==> config.mk <==
export PLATFORM = sky130hd
export DESIGN_NAME = mfap_ctrl
export DESIGN_NICKNAME = d
export VERILOG_FILES = /design/src/rtl/mfap_pkg.sv /design/src/rtl/mfap_ctrl.sv
export SDC_FILE = /design/constraint.sdc
export NUM_CORES = 1
export LEC_CHECK = 0
export ABC_AREA = 1
export BUFFER_PORTS_ARGS = -buffer_cell sky130_fd_sc_hd__buf_2
export CORE_MARGIN = 1
export CORE_UTILIZATION = 30
export DETAILED_ROUTE_END_ITERATION = 10
export PLACE_DENSITY_LB_ADDON = 0.2
export SKIP_LAST_GASP = 1
export SYNTH_ARGS = -nofsm -noshare
export SYNTH_HDL_FRONTEND = slang
export SYNTH_SLANG_ARGS = --single-unit
==> constraint.sdc <==
create_clock -name clk -period 2.85 [get_ports clk]
set_clock_uncertainty 0.1 [all_clocks]
set_input_delay 0.57 -clock clk [delete_from_list [all_inputs] [get_ports clk]]
set_output_delay 0.57 -clock clk [all_outputs]
set_load 0.02 [all_outputs]
==> src/rtl/mfap_pkg.sv <==
`timescale 1ns / 1ps
package mfap_pkg;
  localparam int MAX_VERTICES_DEF = 64;
  localparam int MAX_EDGES_DEF = 256;
  localparam int CAP_BITS_DEF = 16;
  localparam int FLOW_BITS = 24;
  localparam logic [FLOW_BITS-1:0] FLOW_MAX = 24'hFFFFFF;

  localparam logic [1:0] OP_ADD = 2'd0;
  localparam logic [1:0] OP_RUN = 2'd1;
  localparam logic [1:0] OP_CLEAR = 2'd2;

  localparam logic [1:0] ST_OK = 2'd0;
  localparam logic [1:0] ST_FULL = 2'd1;
  localparam logic [1:0] ST_RANGE = 2'd2;

  // Controller to datapath commands
  typedef struct packed {
    logic load_fwd;    // write forward arc (first beat of a load)
    logic add_rev;     // write reverse arc
    logic clear;       // empty arc store
    logic bfs_init;    // start a search
    logic pop;         // take next queue entry
    logic fetch;       // load dequeued vertex
    logic scan;        // issue read of current arc
    logic visit;       // evaluate arc read last cycle
    logic walk_init;   // start path walk at sink
    logic walk_rd;     // read parent arc
    logic walk_eval;   // fold arc into bottleneck
    logic upd_rd;      // read arc pair for update
    logic upd_wr;      // write arc pair back
    logic flow_clr;    // zero flow sum
    logic flow_add;    // add bottleneck to sum
  } mfap_cmd_t;

  // Datapath to controller status
  typedef struct packed {
    logic q_empty;
    logic u_is_sink;
    logic scan_done;
    logic sink_found;
    logic walk_at_src;
    logic walk_bad;
    logic add_range;
    logic add_full;
  } mfap_sts_t;
endpackage

==> src/rtl/mfap_ctrl.sv <==
`timescale 1ns / 1ps
module mfap_ctrl import mfap_pkg::*; (
  input  logic                 clk,
  input  logic                 rst,
  input  logic                 in_valid,
  output logic                 in_ready,
  input  logic [1:0]           op,
  output logic                 out_valid,
  input  logic                 out_ready,
  output logic [1:0]           status,
  output logic                 use_flow,
  input  mfap_sts_t            sts,
  output mfap_cmd_t            cmd
);
  localparam logic [3:0] S_IDLE = 4'd0, S_REV = 4'd1, S_BFS = 4'd2, S_POP = 4'd3,
                         S_SCAN = 4'd4, S_VIS = 4'd5, S_WINIT = 4'd6, S_WRD = 4'd7,
                         S_WEV = 4'd8, S_UINIT = 4'd9, S_URD = 4'd10, S_UWR = 4'd11,
                         S_ADD = 4'd12, S_DONE = 4'd13, S_FETCH = 4'd14;
  logic [3:0] state, state_next;
  logic       take;
  logic       res_pending;

  assign in_ready = (state == S_IDLE) && !res_pending;
  assign take = in_valid && in_ready;
  assign out_valid = res_pending;

  always_comb begin
    cmd = '0;
    state_next = state;
    case (state)
      S_IDLE: begin
        if (take) begin
          if (op == OP_ADD && !sts.add_range && !sts.add_full) begin
            cmd.load_fwd = 1'b1;
            state_next = S_REV;
          end else if (op == OP_RUN) begin
            cmd.flow_clr = 1'b1;
            state_next = S_BFS;
          end else if (op == OP_CLEAR) begin
            cmd.clear = 1'b1;
          end
        end
      end
      S_REV: begin
        cmd.add_rev = 1'b1;
        state_next = S_IDLE;
      end
      S_BFS: begin
        cmd.bfs_init = 1'b1;
        state_next = S_POP;
      end
      S_POP: begin
        if (sts.q_empty) begin
          state_next = sts.sink_found ? S_WINIT : S_DONE;
        end else begin
          cmd.pop = 1'b1;
          state_next = S_FETCH;
        end
      end
      S_FETCH: begin
        cmd.fetch = 1'b1;
        state_next = S_SCAN;
      end
      S_SCAN: begin
        if (sts.u_is_sink) state_next = S_WINIT;
        else if (sts.scan_done) state_next = S_POP;
        else begin
          cmd.scan = 1'b1;
          state_next = S_VIS;
        end
      end
      S_VIS: begin
        cmd.visit = 1'b1;
        state_next = S_SCAN;
      end
      S_WINIT: begin
        if (!sts.sink_found) state_next = S_DONE;
        else begin
          cmd.walk_init = 1'b1;
          state_next = S_WRD;
        end
      end
      S_WRD: begin
        if (sts.walk_at_src) state_next = S_UINIT;
        else if (sts.walk_bad) state_next = S_DONE;
        else begin
          cmd.walk_rd = 1'b1;
          state_next = S_WEV;
        end
      end
      S_WEV: begin
        cmd.walk_eval = 1'b1;
        state_next = S_WRD;
      end
      S_UINIT: begin
        cmd.walk_init = 1'b1;
        state_next = S_URD;
      end
      S_URD: begin
        if (sts.walk_at_src) state_next = S_ADD;
        else begin
          cmd.upd_rd = 1'b1;
          state_next = S_UWR;
        end
      end
      S_UWR: begin
        cmd.upd_wr = 1'b1;
        state_next = S_URD;
      end
      S_ADD: begin
        cmd.flow_add = 1'b1;
        state_next = S_BFS;
      end
      S_DONE: state_next = S_IDLE;
      default: state_next = S_IDLE;
    endcase
  end

  always_ff @(posedge clk) begin
    if (rst) state <= S_IDLE;
    else state <= state_next;
  end

  // Result beat register
  always_ff @(posedge clk) begin
    if (rst) begin
      res_pending <= 1'b0;
      status      <= ST_OK;
      use_flow    <= 1'b0;
    end else begin
      if (out_valid && out_ready) res_pending <= 1'b0;
      if (take && op != OP_RUN) begin
        res_pending <= 1'b1;
        use_flow    <= 1'b0;
        if (op == OP_ADD && sts.add_range) status <= ST_RANGE;
        else if (op == OP_ADD && sts.add_full) status <= ST_FULL;
        else status <= ST_OK;
      end
      if (state == S_DONE) begin
        res_pending <= 1'b1;
        use_flow    <= 1'b1;
        status      <= ST_OK;
      end
    end
  end
endmodule

Word level (Yosys, flattened, before mapping)
Index checks and enable logic that the tools add are counted.
- bits in writable memories: 0
- flip-flop bits (word level): 8
- bits in latches: 0
- bits of input ports: 14
- memories: 0
- bits in read-only memories: 0
- output and inout port bits: 20
- multiply operators: 0
- magnitude comparators: 0
- div/mod/pow operators: 0
- $add $sub $neg: 0
- multiplexer cells: 50
- equality and inequality tests: 19
- reduce and logical (&&, ||, !) cells: 19
- shifts and indexed selects: 0
- bitwise logic cells: 0
- operators by type and width (cell ; number):
    $pmux W4 S11 ; 1
    $mux W1 ; 36
    $mux W4 ; 8
    $eq A4 B4 Y1 const B ; 7
    $eq A4 B3 Y1 const B ; 4
    $mux W3 ; 3
    $eq A4 B2 Y1 const B ; 2
    $logic_and A1 B1 Y1 ; 8
    $reduce_or A2 Y1 ; 3
    $eq A4 B1 Y1 const B ; 1
    $logic_not A4 Y1 ; 1
    $logic_not A1 Y1 ; 3
    $ne A3 B1 Y1 const B ; 1
    $reduce_bool A3 Y1 ; 1
    $eq A2 B1 Y1 const B ; 1
    $eq A2 B2 Y1 const B ; 1
    $logic_not A2 Y1 ; 1
    $mux W2 ; 1
    $ne A2 B1 Y1 const B ; 1
    $ne A2 B2 Y1 const B ; 1
    $pmux W1 S2 ; 1
    $reduce_and A2 Y1 ; 1
    $reduce_bool A2 Y1 ; 1

Depth between registers and ports, before layout
Gate-level depths: netlist (run 1).
- word-level depth: 6
- depth in mapped cells: 9

Least setup slack after synthesis (run 1)
OpenSTA, ideal clock, no wires.
- path kind: input-to-output
- start: input sts[3] in the netlist's numbering
- end: output cmd[5] in the netlist's numbering
- arrival time: 1.324 ns
- stages: 2
- data required time: 2.180 ns
- path slack: 0.856 ns
- cell sequence: or2_2 -> nor3_1
- RTL lines (item ; line ; source):
    from (decl) ; mfap_ctrl.sv:12 ; input mfap_sts_t sts,
    to (decl) ; mfap_ctrl.sv:13 ; output mfap_cmd_t cmd

==> results.json, run 1 <==
{
  "rsz0062_at_grt": "false",
  "drc": 0,
  "grt_start_max_net_pins": 7,
  "finalCritPeriodShare_pct": 74.1,
  "post-synth-top-area-cell": "dfxtp_1",
  "seq_area_frac_synth_pct": 24.1,
  "ff_latch_area_um2": 160,
  "drv_cap": 0,
  "hold_buffers": 0,
  "worstMarginPinSlew_ps": 217,
  "hold_violations": 0,
  "slew_violations": 0,
  "post_drt_wl_per_cell_um": 9.93,
  "clkSinkCount": 8,
  "ys_types": 20,
  "numPortBuffers": 33,
  "core_area_um2": 2020,
  "mappedNetlistArea_um2": 666,
  "fillCellCount": 243,
  "clock_latency_ps": 260,
  "synth-seq-cells": 8,
  "diodes": 0,
  "fin_ws_ps": 738,
  "cts_max_level": 1,
  "drt_iter0_drc": 20,
  "cts_tree": "yes",
  "layout-drive-gt1-share_pct": 28.5,
  "gr-total-overflow": 0,
  "fin_nets": 174,
  "ant_nets": 0,
  "area_delta_synth_final_pct": 33.3,
  "drt-total-wl_mm": 1.84,
  "cts.reportedPaths.clkPinSlew_ps": 60,
  "hp-class": "flip-flop to flip-flop",
  "die_h_um": 49.1,
  "outcome": "finished, final reports clean",
  "place_congestion": 0.843,
  "numCtsBuffers": 3,
  "leakagePower_nw": 0.528,
  "synth_top_area_share_pct": 24.1,
  "die_area_um2": 2410,
  "power_density_nw_per_um2": 314,
  "grt_use_total_pct": 16.2,
  "viasPerCell": 4.69,
  "grt_pass1_vias": 757,
  "antenna_found_initial": 0,
  "pre_cts_slack_ps": 865,
  "clock_path_buffers": 2,
  "clock.fmax_ghz": 0.474,
  "critPathRequiredTime_ps": 2180,
  "critPathCaptureType": "output port",
  "start_util_pct": 32.9,
  "multi_input_area_um2": 427,
  "ir_drop_v": 0.000215,
  "syn_avg_cell_area_um2": 5.46,
  "synthCells": 122,
  "period_needed_ps": 2110,
  "crit_path_max_fanout": 5,
  "layoutNonFillerInstCount": 185,
  "rrSetupSlack_ps": 1500,
  "startpoint_type": "flip-flop",
  "synth_fp_nets": 136,
  "dp_hpwl_mm": 1.58,
  "grt_pass1_wl_mm": 3.03,
  "post_cts_buffers": 0,
  "vias": 868,
  "worstSetupPathType": "flip-flop to output port",
  "dp_cells": 182,
  "drt_pass1_iterations": 4,
  "relSlewSlack_pct": 85.5,
  "worst_hold_slack_ps": 373,
  "tns_ps": 0,
  "rows": 16,
  "cts_root_buffer": "clkbuf_4",
  "setup_violations": 0,
  "worstPathArrival_ps": 1440,
  "yosysWarningCount": 0,
  "ios": 34,
  "die_w_um": 49.1,
  "cts-resized-gates": 0,
  "synthTopCellsByArea": "dfxtp_1, nor2_1, nand2_1"
}
[synth_stat cells (all sizes together)]
cell type  count
nand3b         1
o21ai          5
o21bai         1
nand2         29
nor2          33
a31oi          1
a21oi          4
a21boi         1
o211ai         1
or2            1
nand3         11
dfxtp          8
inv           21
nand4          1
nor3           4
[report_power, final]
part / leakage (nW) / switching, W / internal [W]
clock: 0.0138 / 0.0000413 / 0.0000484
combinational: 0.449 / 0.0000434 / 0.0000253
sequential: 0.0650 / 0.00000366 / 0.000116
[worst paths after layout]
check                    startpoint                     end  cells after the start
max           state[0]$_SDFFE_PP0P_                 cmd[12]                      6
min          status[1]$_SDFFE_PP0P_  status[1]$_SDFFE_PP0P_                      2
max reg2reg   state[0]$_SDFFE_PP0P_   state[2]$_SDFFE_PP0P_                      7
min reg2reg  status[1]$_SDFFE_PP0P_  status[1]$_SDFFE_PP0P_                      2
[critical path, cell delays in order, from the launching register on]
cell     delay (ps)
dfxtp_1         350
nor2_2          160
nand2_2         100
nor2_4          140
nand2_2          90
nor3_1          140
buf_2           200
[sequential cells by signal (all words and copies together), names as in the netlist]
| name | flops |
|---|---|
| state | 4 |
| status | 2 |
| out_valid | 1 |
| use_flow | 1 |
[layer usage]
metal / share of wire, % / track usage [%]
met5: 0 / 0
met4: 0.44 / 2.94
met3: 6.5 / 5.30
met2: 48 / 27.9
met1: 45 / 19.7
[per-stage QoR]
stage,instance area (um2),util (%),power (W)
floorplan,666,-,0.000165
global placement,865,42.8,0.000190
detailed placement,865,42.8,0.000191
CTS,887,43.9,0.000283
global route,887,43.9,0.000294
finish,887,43.9,0.000278
[cells by family after synthesis]
| family | after synthesis | synth area share [%] |
|---|---|---|
| DFF | 8 | 24.1 |
| buffers and inverters | 21 | 11.8 |
| and+or+nand+nor | 80 | 53.0 |
| AOI/OAI and AO/OA | 13 | 11.1 |
[cells in the final DEF, fill, tap and decap left out]
master / synthesis / layout
buf_2: 0 / 33
nor2_1: 29 / 29
nand2_1: 27 / 27
inv_1: 20 / 20
nand3_1: 10 / 10
dfxtp_1: 8 / 8
o21ai_0: 5 / 5
nor3_1: 4 / 4
a21oi_1: 4 / 4
nor2_2: 3 / 3
clkbuf_4: 0 / 3
nand2_2: 2 / 2
nor2_4: 1 / 1
or2_2: 1 / 1
inv_2: 1 / 1
o21bai_1: 1 / 1
nand3b_1: 1 / 1
nand3_2: 1 / 1
nand4_1: 1 / 1
a21boi_0: 1 / 1
o211ai_1: 1 / 1
a31oi_1: 1 / 1
[layout make-up]
type                       count  share of cell area [%]
multi-input combinational     93                    48.1
timing repair buffer          33                    18.6
sequential                     8                    18.1
inverter                      21                    8.89
tap                           27                    3.81
clock buffer                   3                    2.54
No activity file was read; power rests on OpenSTA's default activity.
==> inputs of run 2 (changes only) <==
- ABC_AREA: 1 -> 0
- clock period: 2.85 -> 2.02 ns (I/O delays scaled with it)
==> run 2 against run 1 <==
Compared with the run above:
- global-route usage rose by 1.1 points
- count of clock-buffer cells in the layout unchanged
- clock power grew 37%
- critical path depth is 2 lower
- utilization increased by 1.3 points
- highest routed layer is now met3
- critical endpoint unchanged
- register-to-register slack lost 1300 ps
==> results.json, run 2 <==
{
  "numPortBuffers": 33,
  "core_area_um2": 2230,
  "cts_root_buffer": "clkbuf_4",
  "synthTopCellsByArea": "dfxtp_1, nand2b_1, nor2_1",
  "drt-total-wl_mm": 2.06,
  "dp_cells": 166,
  "syn_avg_cell_area_um2": 6.96,
  "synthCells": 103,
  "async_flop_share_pct": 0,
  "hold_violations": 0,
  "largest_reg_flops": 4,
  "pre_cts_slack_ps": 141,
  "worstReg2RegStart": "state[2]$_SDFFE_PP0P_",
  "multi_input_area_um2": 538,
  "hp-class": "input port to flip-flop",
  "cpLargestDelayFamily": "simple AND/OR/NAND/NOR gates",
  "post-synth-top-area-cell": "dfxtp_1",
  "critPathBufInv": 1,
  "fillCellCount": 241,
  "hold_buffers": 0,
  "clkSinkCount": 8,
  "path_cells": "nor4_4, nand2_1, nor3b_1, buf_2",
  "synth_fp_nets": 117,
  "power_density_nw_per_um2": 424,
  "placed_area_um2": 967,
  "drc": 0,
  "r2r_end": "state[3]$_SDFFE_PP0P_",
  "critPathCaptureType": "output port",
  "synth-seq-cells": 8,
  "synth_ff_type": "dfxtp_1",
  "mappedNetlistArea_um2": 717,
  "place_congestion": 0.817,
  "hold_path_depth": 2,
  "slew_violations": 0,
  "layout-drive-gt1-share_pct": 39.4,
  "rrSetupSlack_ps": 230,
  "reg_top3": "state x4, status x2",
  "fin_area_um2": 1010,
  "diodes": 0,
  "leakagePower_nw": 0.437,
  "ys_types": 34,
  "area_delta_synth_final_pct": 40.8,
  "synth_commonest_cells": "nand2b_1, nor2_1, nand2_1",
  "fin_ws_ps": 86.2,
  "ir_drop_v": 0.000251,
  "drt_pass1_iterations": 4,
  "gr-total-overflow": 0,
  "crit_path_max_fanout": 6,
  "rows": 17,
  "die_h_um": 50.9,
  "relSlewSlack_pct": 75.3,
  "ant_nets": 0,
  "drv_cap": 0,
  "cp-endpoint": "cmd[12]",
  "start_util_pct": 32.1,
  "path_depth": 4,
  "ff2ff_path_depth": 5,
  "grt_pass1_wl_mm": 3.44,
  "regMostFlops": "state",
  "outcome": "finished, final reports clean",
  "grt_pass1_vias": 770,
  "clock_latency_ps": 250,
  "rsz0062_at_grt": "false",
  "tns_ps": 0,
  "setup_violations": 0,
  "period_needed_ps": 1930,
  "finalCritPeriodShare_pct": 95.7,
  "mostFrequentLayoutCells": "buf_2, nor2_1, buf_4",
  "drt_iter0_drc": 22,
  "grt_start_max_net_pins": 20,
  "final_common_cell": "buf_2",
  "die_w_um": 50.9,
  "ios": 34,
  "cts.reportedPaths.clkPinSlew_ps": 60,
  "slowest_delay_ps": 350,
  "die_area_um2": 2590,
  "vias": 889,
  "worstSetupPathType": "flip-flop to output port",
  "synth_top_area_share_pct": 22.3,
  "clock.fmax_ghz": 0.517,
  "viasPerCell": 5.23,
  "post_drt_wl_per_cell_um": 12.1,
  "seq_area_frac_synth_pct": 22.3,
  "crit_start": "state[2]$_SDFFE_PP0P_",
  "antenna_found_initial": 0,
  "hold_start": "rst",
  "synth-edff-count": 0,
  "fin_nets": 158,
  "yosysWarningCount": 0,
  "grt_use_total_pct": 17.4,
  "slowest_stage": "dfxtp_2",
  "cts_max_level": 1,
  "ff_latch_area_um2": 163,
  "worstPathArrival_ps": 1430,
  "layoutNonFillerInstCount": 170,
  "cts_tree": "yes",
  "startpoint_type": "flip-flop",
  "numCtsBuffers": 3,
  "clock_path_buffers": 2,
  "dp_hpwl_mm": 1.62,
  "worstMarginPinSlew_ps": 362,
  "critPathRequiredTime_ps": 1520
}
-- run 2: cell types whose count changed after synthesis, moves of 4 or more --
cell and change:
clkbuf_1 +5, nand3_1 -9, nor2b_1 +4, nor3b_1 +4, nand2b_1 +10, inv_1 -17
nor2_1 -19, nand2_1 -18
-- run 2: what timing repair did --
action                                  in CTS  in global routing
pin swaps                                    1                  0
endpoints found under the setup margin       1                  9
gates resized for setup                      0                  4
setup buffers                                1                  0
-- run 2: routing by layer --
metal  routed length, um  part of all wire, %  vias to the layer above  track usage [%]
li1                    -                    -                      458                -
met1                 996                   48                      413             23.4
met2                1000                   49                       18             28.2
met3                  58                  2.8                        0             4.46
met4                   0                    0                        0             2.78
met5                   0                    0                        -                0
-- run 2: worst min path at each step --
| stage | to | slack [ps] |
|---|---|---|
| detailed placement | use_flow$_SDFFE_PP0P_ | 350 |
| global route | out_valid$_SDFFE_PP0P_ | 250 |
| global placement | status[0]$_SDFFE_PP0P_ | 340 |
| finish | out_valid$_SDFFE_PP0P_ | 260 |
| CTS | out_valid$_SDFFE_PP0P_ | 250 |
| floorplan | use_flow$_SDFFE_PP0P_ | 370 |
-- run 2: power by group --
part	switching, W	internal (W)	leakage (nW)	total [W]
logic	0.0000796	0.0000570	0.357	0.000137
registers	0.00000518	0.000164	0.0659	0.000169
clock network	0.0000551	0.0000681	0.0138	0.000123
-- run 2: logic make-up (layout without fill, tap and decap cells) --
kind of cell / count (synthesis) / after routing / share of synthesized area [%]
buffers and inverters: 10 / 49 / 5.58
and+or+nand+nor: 57 / 57 / 46.9
AOI/OAI and AO/OA: 27 / 27 / 23.9
xor gates and xnor gates: 1 / 1 / 1.22
DFF: 8 / 8 / 22.3
-- run 2: cell type report --
class	instances	share of cell area, %
Sequential cell	8	16.1
Clock buffer	3	2.23
Inverter	3	1.12
Multi-Input combinational cell	85	53.3
Timing Repair Buffer	43	23.8
Tap cell	28	3.47
-- run 2: stage by stage --
step	hold slack (ps)	total power (W)	utilization, %
final	259	0.000428	45.2
after global routing	252	0.000461	45.2
after CTS	253	0.000431	44.6
after detailed placement	349	0.000301	43.3
after global placement	338	0.000301	43.3
after floorplan	373	0.000252	-
-- run 2: worst reg2reg max path: stages, from the launching register on --
cell and delay [ps]:
dfxtp_2 350, nor4_4 310, buf_4 190, o211ai_1 90, a221o_1 370, nor4_2 280
==> inputs of run 3 (changes only) <==
- ABC_AREA: 0 -> 1
- CELL_PAD_IN_SITES_DETAIL_PLACEMENT: not set -> 1
- CELL_PAD_IN_SITES_GLOBAL_PLACEMENT: not set -> 1
- CORE_UTILIZATION: 30 -> 27
- PLACE_DENSITY_LB_ADDON: 0.2 -> 0.15
==> run 3 against run 2 <==
Compared with the run above:
- via count down 3.7%
- die area grew 3.0%
- wire length up 4.7%
- critical path depth grew 2
- total power decreased by 7.6%
- setup slack better by 22 ps
- global-route usage increased by 1.0 points
- maximum frequency increased by 1.1%
- non-clock buffer count fell by 10
==> results.json, run 3 (synthesized netlist as in run 1, its figures left out) <==
{
  "relSlewSlack_pct": 84.3,
  "grt_use_total_pct": 18.4,
  "worstSetupPathType": "flip-flop to output port",
  "drt_pass1_iterations": 4,
  "worst_hold_slack_ps": 294,
  "antenna_found_initial": 0,
  "report.power.total_w": 0.000396,
  "place_congestion": 0.855,
  "fillCellCount": 331,
  "post_drt_wl_per_cell_um": 11.6,
  "finalCritPeriodShare_pct": 94.7,
  "largest_reg_flops": 4,
  "drt-total-wl_mm": 2.15,
  "ff_latch_area_um2": 160,
  "cts_max_level": 1,
  "utilization_pct": 39.1,
  "startpoint_type": "flip-flop",
  "p_switching_w": 0.000128,
  "power_density_nw_per_um2": 445,
  "final_common_cell": "buf_2",
  "reg_top3": "state x4, status x2",
  "slew_violations": 0,
  "pwr-share-clk_pct": 31.8,
  "met2_length_um": 939,
  "hold_violations": 0,
  "rsz0062_at_grt": "false",
  "clkSinkCount": 8,
  "drv_cap": 0,
  "diodes": 0,
  "layoutNonFillerInstCount": 186,
  "drc": 0,
  "hp-class": "input port to flip-flop",
  "viasPerCell": 4.60,
  "cts.reportedPaths.clkPinSlew_ps": 60,
  "die_area_um2": 2670,
  "pwr-share-seq_pct": 42.8,
  "comb_power_share_pct": 25.4,
  "rrSetupSlack_ps": 590,
  "area_delta_synth_final_pct": 33.8,
  "die_w_um": 51.7,
  "rows": 17,
  "grt_start_max_net_pins": 7,
  "critPathRequiredTime_ps": 1520,
  "ant_nets": 0,
  "worstMarginPinSlew_ps": 233,
  "numCtsBuffers": 3,
  "outcome": "finished, final reports clean",
  "start_util_pct": 29.2,
  "grt_pass1_vias": 832,
  "clock_latency_ps": 260,
  "crit_path_max_fanout": 5,
  "wl_met1_mm": 1.12,
  "clock_path_buffers": 2,
  "layout-drive-gt1-share_pct": 29.1,
  "period_needed_ps": 1910,
  "highest_layer": "met4",
  "gr-total-overflow": 0,
  "internal_power_w": 0.000268,
  "clock.fmax_ghz": 0.523,
  "mostFrequentLayoutCells": "buf_2, nor2_1, nand2_1",
  "die_h_um": 51.7,
  "leakagePower_nw": 0.528,
  "cts_root_buffer": "clkbuf_4",
  "wl_met3_um": 61,
  "worstPathArrival_ps": 1410,
  "fin_nets": 174,
  "swShare_pct": 32.4,
  "core_area_um2": 2280,
  "ios": 34,
  "cts_tree": "yes",
  "vias": 856,
  "regMostFlops": "state",
  "numPortBuffers": 33,
  "ir_drop_v": 0.000295,
  "critPathCaptureType": "output port",
  "dp_cells": 183,
  "dp_hpwl_mm": 1.84,
  "multi_input_area_um2": 429,
  "tns_ps": 0,
  "grt_pass1_wl_mm": 3.58,
  "setup_violations": 0,
  "drt_iter0_drc": 8
}
==> run 3: cell types whose count changed in the layout (fill, tap and decap cells not counted), moves of 4 or more <==
cell      delta
nand2_1     +18
nor2_1      +18
inv_1       +17
buf_4       -10
nand3_1      +9
nand2b_1     -8
nor2_2       +4
nor2b_1      -4
nor3b_1      -4
==> run 3: repair_timing <==
action | CTS | global route
buffers inserted | 0 | 0
resized for setup | 0 | 1
hold buffers | 0 | 0
endpoints found under the hold margin | 0 | 0
endpoints found under the setup margin | 0 | 1
==> run 3: path summary, 6_finish.rpt <==
check / start / endpoint / cells after the start
worst min-delay path: rst / out_valid$_SDFFE_PP0P_ / 2
worst max-delay path: state[0]$_SDFFE_PP0P_ / cmd[6] / 6
worst min register to register: status[1]$_SDFFE_PP0P_ / status[1]$_SDFFE_PP0P_ / 2
worst max register to register: state[0]$_SDFFE_PP0P_ / state[1]$_SDFFE_PP0P_ / 7
==> run 3: worst max-delay path, cell delays in order (launching register included) <==
cell,delay [ps]
dfxtp_1,350
inv_1,130
nand2_1,160
nor2_2,140
nand2_1,90
o21ai_0,80
buf_2,180
==> run 3: power groups by stage <==
stage / combinational, W / clock, W / sequential, W
floorplan: 0.0000558 / 0 / 0.000177
global placement: 0.0000982 / 0 / 0.000173
detailed placement: 0.000101 / 0 / 0.000172
CTS: 0.000101 / 0.000130 / 0.000169
global route: 0.000113 / 0.000137 / 0.000170
finish: 0.000101 / 0.000126 / 0.000169
==> run 3: layout make-up <==
class                   count  share of cell area [%]
multi-input cells          93                    48.2
well taps                  28                    3.93
inverters                  21                    8.85
repair buffers             33                    18.5
flip-flops and latches      8                    18.0
clock buffers               3                    2.53
==> run 3: layer usage <==
| layer | vias up | GRT usage (%) |
|---|---|---|
| met5 | - | 0 |
| li1 | 451 | - |
| met1 | 387 | 24.5 |
| met2 | 14 | 28.6 |
| met3 | 4 | 4.39 |
| met4 | 0 | 6.76 |
==> run 3: through the flow <==
| stage | setup WS (ps) | cell area (um2) |
|---|---|---|
| final | 108 | 891 |
| after global routing | 11.4 | 891 |
| after CTS | 85.1 | 888 |
| after detailed placement | 348 | 866 |
| after global placement | 351 | 866 |
| after floorplan | 208 | 666 |
